## src/deq_pkg.sv

```systemverilog
`timescale 1ns / 1ps
// ----------------------------------------------------------------------------
// deq_pkg: shared types for the reversible deque
// Holds the command codes, the result status codes and the result bundle
// that the pointer control hands to the top level.
// ----------------------------------------------------------------------------
package deq_pkg;

	localparam int unsigned DataW = 32;

	typedef enum logic [2:0] {
		KIND_POP_BACK   = 3'd0,
		KIND_POP_FRONT  = 3'd1,
		KIND_REVERSE    = 3'd2,
		KIND_PUSH_BACK  = 3'd3,
		KIND_PUSH_FRONT = 3'd4
	} kind_t;

	typedef enum logic [1:0] {
		STATUS_OK    = 2'd0,
		STATUS_EMPTY = 2'd1,
		STATUS_FULL  = 2'd2
	} status_t;

	// Result word bookkeeping: strobe and status of the word in flight
	typedef struct packed {
		logic    done;
		status_t status;
	} res_t;

endpackage

```

## src/deq_ctrl.sv

```systemverilog
`timescale 1ns / 1ps
// ----------------------------------------------------------------------------
// deq_ctrl: end pointers, fill count and direction flag
// Decodes one command per cycle, moves the proper physical end and issues
// the store access. Results leave in the next cycle, aligned with read data.
// ----------------------------------------------------------------------------
module deq_ctrl #(
	parameter int unsigned DEPTH = 1024,
	parameter int unsigned AW    = 10,
	parameter int unsigned CW    = 11
) (
	input  logic                              clk,
	input  logic                              arst_n,
	input  logic                              take,
	input  logic [2:0]                        kind,
	input  logic signed [deq_pkg::DataW-1:0]  value,
	output logic                              mem_we,
	output logic                              mem_re,
	output logic [AW-1:0]                     mem_addr,
	output logic signed [deq_pkg::DataW-1:0]  mem_wdata,
	output deq_pkg::res_t                     res
);

	localparam logic [AW-1:0] LastIdx = AW'(DEPTH - 1);
	localparam logic [CW-1:0] FullCnt = CW'(DEPTH);

	logic [AW-1:0] head_q, tail_q;
	logic [CW-1:0] count_q;
	logic          rev_q;
	deq_pkg::res_t res_q;

	logic [AW-1:0] head_d, tail_d;
	logic [CW-1:0] count_d;
	logic          rev_d;
	deq_pkg::res_t res_d;
	logic          phys_back;
	logic          is_empty, is_full;
	logic [AW-1:0] head_next, head_prev, tail_next, tail_prev;

	assign is_empty  = (count_q == '0);
	assign is_full   = (count_q == FullCnt);
	assign head_next = (head_q == LastIdx) ? '0 : head_q + 1'b1;
	assign head_prev = (head_q == '0) ? LastIdx : head_q - 1'b1;
	assign tail_next = (tail_q == LastIdx) ? '0 : tail_q + 1'b1;
	assign tail_prev = (tail_q == '0) ? LastIdx : tail_q - 1'b1;

	// Logical back maps to the physical back unless reversed
	assign phys_back = ((kind == deq_pkg::KIND_POP_BACK) ||
		(kind == deq_pkg::KIND_PUSH_BACK)) ^ rev_q;

	// Decode the command, move the end and drive the store access
	always_comb begin
		head_d      = head_q;
		tail_d      = tail_q;
		count_d     = count_q;
		rev_d       = rev_q;
		res_d.done  = 1'b0;
		res_d.status = deq_pkg::STATUS_OK;
		mem_we      = 1'b0;
		mem_re      = 1'b0;
		mem_addr    = head_q;
		mem_wdata   = value;
		if (take) begin
			case (kind)
				deq_pkg::KIND_POP_BACK, deq_pkg::KIND_POP_FRONT: begin
					res_d.done = 1'b1;
					if (is_empty) begin
						res_d.status = deq_pkg::STATUS_EMPTY;
					end else begin
						mem_re  = 1'b1;
						count_d = count_q - 1'b1;
						if (phys_back) begin
							mem_addr = head_q;
							head_d   = head_next;
						end else begin
							mem_addr = tail_prev;
							tail_d   = tail_prev;
						end
					end
				end
				deq_pkg::KIND_REVERSE: begin
					rev_d = ~rev_q;
				end
				deq_pkg::KIND_PUSH_BACK, deq_pkg::KIND_PUSH_FRONT: begin
					if (is_full) begin
						res_d.done   = 1'b1;
						res_d.status = deq_pkg::STATUS_FULL;
					end else begin
						mem_we  = 1'b1;
						count_d = count_q + 1'b1;
						if (phys_back) begin
							mem_addr = head_prev;
							head_d   = head_prev;
						end else begin
							mem_addr = tail_q;
							tail_d   = tail_next;
						end
					end
				end
				default: begin
					// unused codes: drop
				end
			endcase
		end
	end

	// Hold pointers, fill count, flag and the result strobe and status
	always_ff @(posedge clk or negedge arst_n) begin
		if (!arst_n) begin
			head_q  <= '0;
			tail_q  <= '0;
			count_q <= '0;
			rev_q   <= 1'b0;
			res_q   <= '{done: 1'b0, status: deq_pkg::STATUS_OK};
		end else begin
			head_q  <= head_d;
			tail_q  <= tail_d;
			count_q <= count_d;
			rev_q   <= rev_d;
			res_q   <= res_d;
		end
	end

	assign res = res_q;

	// Fill count stays within the store
	a_count_range: assert property (@(posedge clk) disable iff (!arst_n)
		count_q <= FullCnt)
		else $error("fill count above depth");

	// Empty or full store has coinciding ends
	a_ends_meet: assert property (@(posedge clk) disable iff (!arst_n)
		(is_empty || is_full) |-> (head_q == tail_q))
		else $error("ends disagree with fill count");

	// Every pop gives a result word next cycle
	a_pop_result: assert property (@(posedge clk) disable iff (!arst_n)
		(take && ((kind == deq_pkg::KIND_POP_BACK) ||
		(kind == deq_pkg::KIND_POP_FRONT))) |=> res_q.done)
		else $error("pop without result");

	// A push that fits gives no result and grows the count
	a_push_silent: assert property (@(posedge clk) disable iff (!arst_n)
		(take && !is_full && ((kind == deq_pkg::KIND_PUSH_BACK) ||
		(kind == deq_pkg::KIND_PUSH_FRONT))) |=>
		(!res_q.done && (count_q == $past(count_q) + 1'b1)))
		else $error("accepted push misbehaved");

endmodule

```

## config.mk

```make
export PLATFORM = sky130hd
export DESIGN_NAME = deq_ctrl
export DESIGN_NICKNAME = d
export VERILOG_FILES = /design/src/deq_pkg.sv /design/src/deq_ctrl.sv
export SDC_FILE = /design/constraint.sdc
export NUM_CORES = 1
export LEC_CHECK = 0
export ABC_AREA = 1
export BUFFER_PORTS_ARGS = -buffer_cell sky130_fd_sc_hd__buf_2
export CAP_MARGIN = 20
export CORE_ASPECT_RATIO = 1.4
export CORE_MARGIN = 2
export CORE_UTILIZATION = 35
export DETAILED_ROUTE_END_ITERATION = 10
export GPL_TIMING_DRIVEN = 0
export PLACE_DENSITY = 0.66
export SLEW_MARGIN = 20
export SYNTH_ARGS = -nofsm -noshare
export SYNTH_HDL_FRONTEND = slang
export SYNTH_SLANG_ARGS = --single-unit
```

## constraint.sdc

```tcl
create_clock -name clk -period 4.2 [get_ports clk]
set_input_delay 0.42 -clock clk [delete_from_list [all_inputs] [get_ports clk]]
set_output_delay 0.42 -clock clk [all_outputs]
set_load 0.02 [all_outputs]
```

==> flow_summary_export.csv <==
group,metric,value,unit
drt,wl_per_cell,13.8,um
floorplan,rows,44,
pwr,powerDensity,703,nW/um^2
critical_path,r2r_end,"tail_q[5]$_DFFE_PN0P_",
global_route,gr-usage-met1,21.7,%
timing,clock_skew,0.0110,ns
global_route,antenna_found_initial,0,
timing,hold_violations,0,
floorplan,initial_core_util,36.1,%
placed_design,pre_cts_ws,1.18,ns
floorplan,die_x,91.6,um
critical_path,r2r_slack,2.09,ns
cells_and_area,n_antenna_cell,0,
timing,maxSlewViolCount,0,
floorplan,ios,85,
worst_hold_path,hp-class,"in2async",
drt,via_per_inst,5.00,
critical_path,cp_max_fo,8,
critical_path,cp.arrival,2.50,ns
pwr,switchingPower,1.62,mW
pwr,swShare,52.7,%
drt,num_vias,4079,
floorplan,dieHeight,127,um
drt,drc,0,
placed_design,numPortBuffers,52,
pwr,ir_drop,0.261,mV
drt,drtPass1Iterations,5,
job,cap_violations,0,
cells_and_area,final_nets,729,
pwr,p_leak,2.35,nW
pwr,clkPwrFrac,14.7,%
pwr,internal-power,1.45,mW
cells_and_area,syn_to_final_growth,16.1,%
drt,drt_iter0_drc,250,
timing,fmax,343,MHz
timing,rsz0062_at_grt,"no",
clock_network,cts_setup_buffers,0,
critical_path,startpoint_type,"register",
timing,holdWs,0.219,ns
yosys,syn_area,3760,sq um
pwr,p_comb_share,64.3,%
yosys,synth_cell_type_count,36,
clock_network,clk_pin_slew_worst_paths,0.07,ns
timing,post-route-period-util,69.5,%
global_route,grt_pass1_wl,18.3,mm
run_status,outcome,"finished clean",
drt,drt-total-wl,11.2,mm
clock_network,cts-htree-levels,2,
critical_path,endpoint_kind,"output pin",
global_route,met2_usage,36.3,%
timing,setup-violations-final,0,
yosys,yosysSeqAreaShare,23.3,%
cells_and_area,layout_commonest_cell,"nand2_1",
global_route,grt_usage,19.6,%
floorplan,fp.coreArea,10400,sq um
floorplan,die-area,11600,sq um
clock_network,numCtsBuffers,5,
global_route,grt_max_degree,36,
clock_network,max-clock-path-buffers,2,
critical_path,critPathRequiredTime,3.78,ns
clock_network,cts_tree,"done",
pwr,pwr-share-seq,21.0,%
clock_network,cts_root_buf,"clkbuf_16",
timing,fin_crit,2.92,ns
global_route,grt_overflow,0,
critical_path,reg2reg_depth,10,
clock_network,cts_resized,0,
yosys,synth_nets,670,
clock_network,hold_buffers,0,
global_route,grt.met3_usage,2.38,%
yosys,syn_inst,618,
clock_network,clk_latency,0.29,ns
critical_path,crit_type,"reg2out",
cells_and_area,layout-drive-gt1-share,18.1,%
yosys,ys_warn_count,0,
critical_path,r2r_start,"tail_q[0]$_DFFE_PN0P_",
yosys,ys_ff_latch,35,
timing,slew_headroom,44.5,%
clock_network,cts_num_sinks,35,
timing,finalWorstSetupSlack,1.28,ns
drt,ant_nets,0,
placed_design,dp_hpwl,8.80,mm
global_route,busiest_layer,"met2",
placed_design,gp_congestion,0.940,
global_route,grt_pass1_vias,3943,
timing,setup-tns-final,0,ns
timing,worst_pin_slew,0.832,ns
yosys,syn_area_per_cell,6.08,sq um
cells_and_area,final_cell_mix,"nand2_1, nand3_1, buf_2, inv_1, nor2_1",
## power by group through the flow
stage,clock network [mW],logic (mW),registers (mW)
final,0.451,1.97,0.645
after global routing,0.476,2.23,0.670
after CTS,0.460,1.96,0.643
after detailed placement,0,1.94,0.649
after global placement,0,1.93,0.642
after floorplan,0,1.52,0.596
## metal layers
layer | wire [um] | vias to the layer above
met4 | 417 | 0
met1 | 4400 | 1827
li1 | - | 2079
met5 | 0 | -
met2 | 5770 | 145
met3 | 635 | 28
## layout make-up
type                            instances  area, sq um
Inverter                               58          218
Fill cell                            1154         6040
Clock buffer                            5          125
Timing Repair Buffer                   52          260
Buffer                                 48          334
Sequential cell                        35          876
Tap cell                              138          173
Multi-Input combinational cell        477         2330
Clock inverter                          3         46.3
## critical path: stages (launching register included)
cell and delay, ns:
dfrtp_1 0.47, clkinv_1 0.28, ha_1 0.34, nand2_1 0.11, nor2_1 0.05, nand3_1 0.19
inv_1 0.10, nor2_1 0.17, nand2_1 0.07, nand3_1 0.06, nand2_1 0.07, nand2_1 0.06
nand2_1 0.06, buf_2 0.16
## cell usage after synthesis
library cell  count  share of area, %
a21o_1            1              0.20
a21oi_1          16               2.1
a21oi_2           2              0.47
buf_2             6              0.80
buf_4            35               7.0
buf_6             2              0.60
clkbuf_1          5              0.50
clkinv_1          1              0.10
dfrtp_1          35                23
fa_1              1              0.53
ha_1             13               4.3
inv_1            54               5.4
inv_2             3              0.30
nand2_1         225                22
nand2_2           3              0.50
nand2_4           1              0.30
nand3_1          63               8.4
nand3_2           1              0.27
nand3_4           1              0.47
nand3b_1          3              0.60
nand4_1          14               2.3
nand4_2           1              0.33
nor2_1           51               5.1
nor2_2            2              0.33
nor2_4            2              0.60
nor3_1            6              0.80
nor3_2            1              0.27
o211ai_1          3              0.60
o21ai_0          38               5.1
o21ai_1           9               1.2
o21ai_2           1              0.23
o21ai_4           1              0.43
o22ai_1           1              0.17
or2_2             1              0.17
xnor2_1           6               1.4
xor2_1           10               2.3
## through the flow
stage                     cells  total power, mW  utilization (%)  area, sq um
after global routing        816             3.38             41.9         4360
after floorplan             618             2.12                -         3760
after CTS                   816             3.06             41.9         4360
after detailed placement    808             2.59             40.3         4190
final                       816             3.07             41.9         4360
after global placement      808             2.57             40.3         4190
## flip-flops by register name, indices dropped and copies added (netlist names)
| register | cells |
|---|---|
| count_q | 11 |
| head_q | 10 |
| res | 3 |
| rev_q | 1 |
| tail_q | 10 |
## logic make-up after synthesis
group | Yosys count | synth area share [%]
XOR/XNOR | 16 | 3.73
adder cells (fa/ha/maj) | 14 | 4.86
buffers and inverters | 106 | 14.7
flip-flops | 35 | 23.3
AND/OR/NAND/NOR | 375 | 42.9
AO/OA/AOI/OAI | 72 | 10.5
## worst max-delay path by stage
| stage | start | to | slack (ns) | cells after the start |
|---|---|---|---|---|
| after CTS | tail_q[0]$_DFFE_PN0P_ | mem_addr[5] | 1.31 | 13 |
| after global placement | kind[0] | count_q[7]$_DFFE_PN0P_ | 1.23 | 13 |
| after global routing | tail_q[0]$_DFFE_PN0P_ | mem_addr[5] | 1.05 | 13 |
| final | tail_q[0]$_DFFE_PN0P_ | mem_addr[5] | 1.28 | 13 |
| after detailed placement | kind[0] | count_q[6]$_DFFE_PN0P_ | 1.18 | 12 |
| after floorplan | kind[0] | count_q[8]$_DFFE_PN0P_ | 1.85 | 12 |
Power figures use the tool's default switching activity.
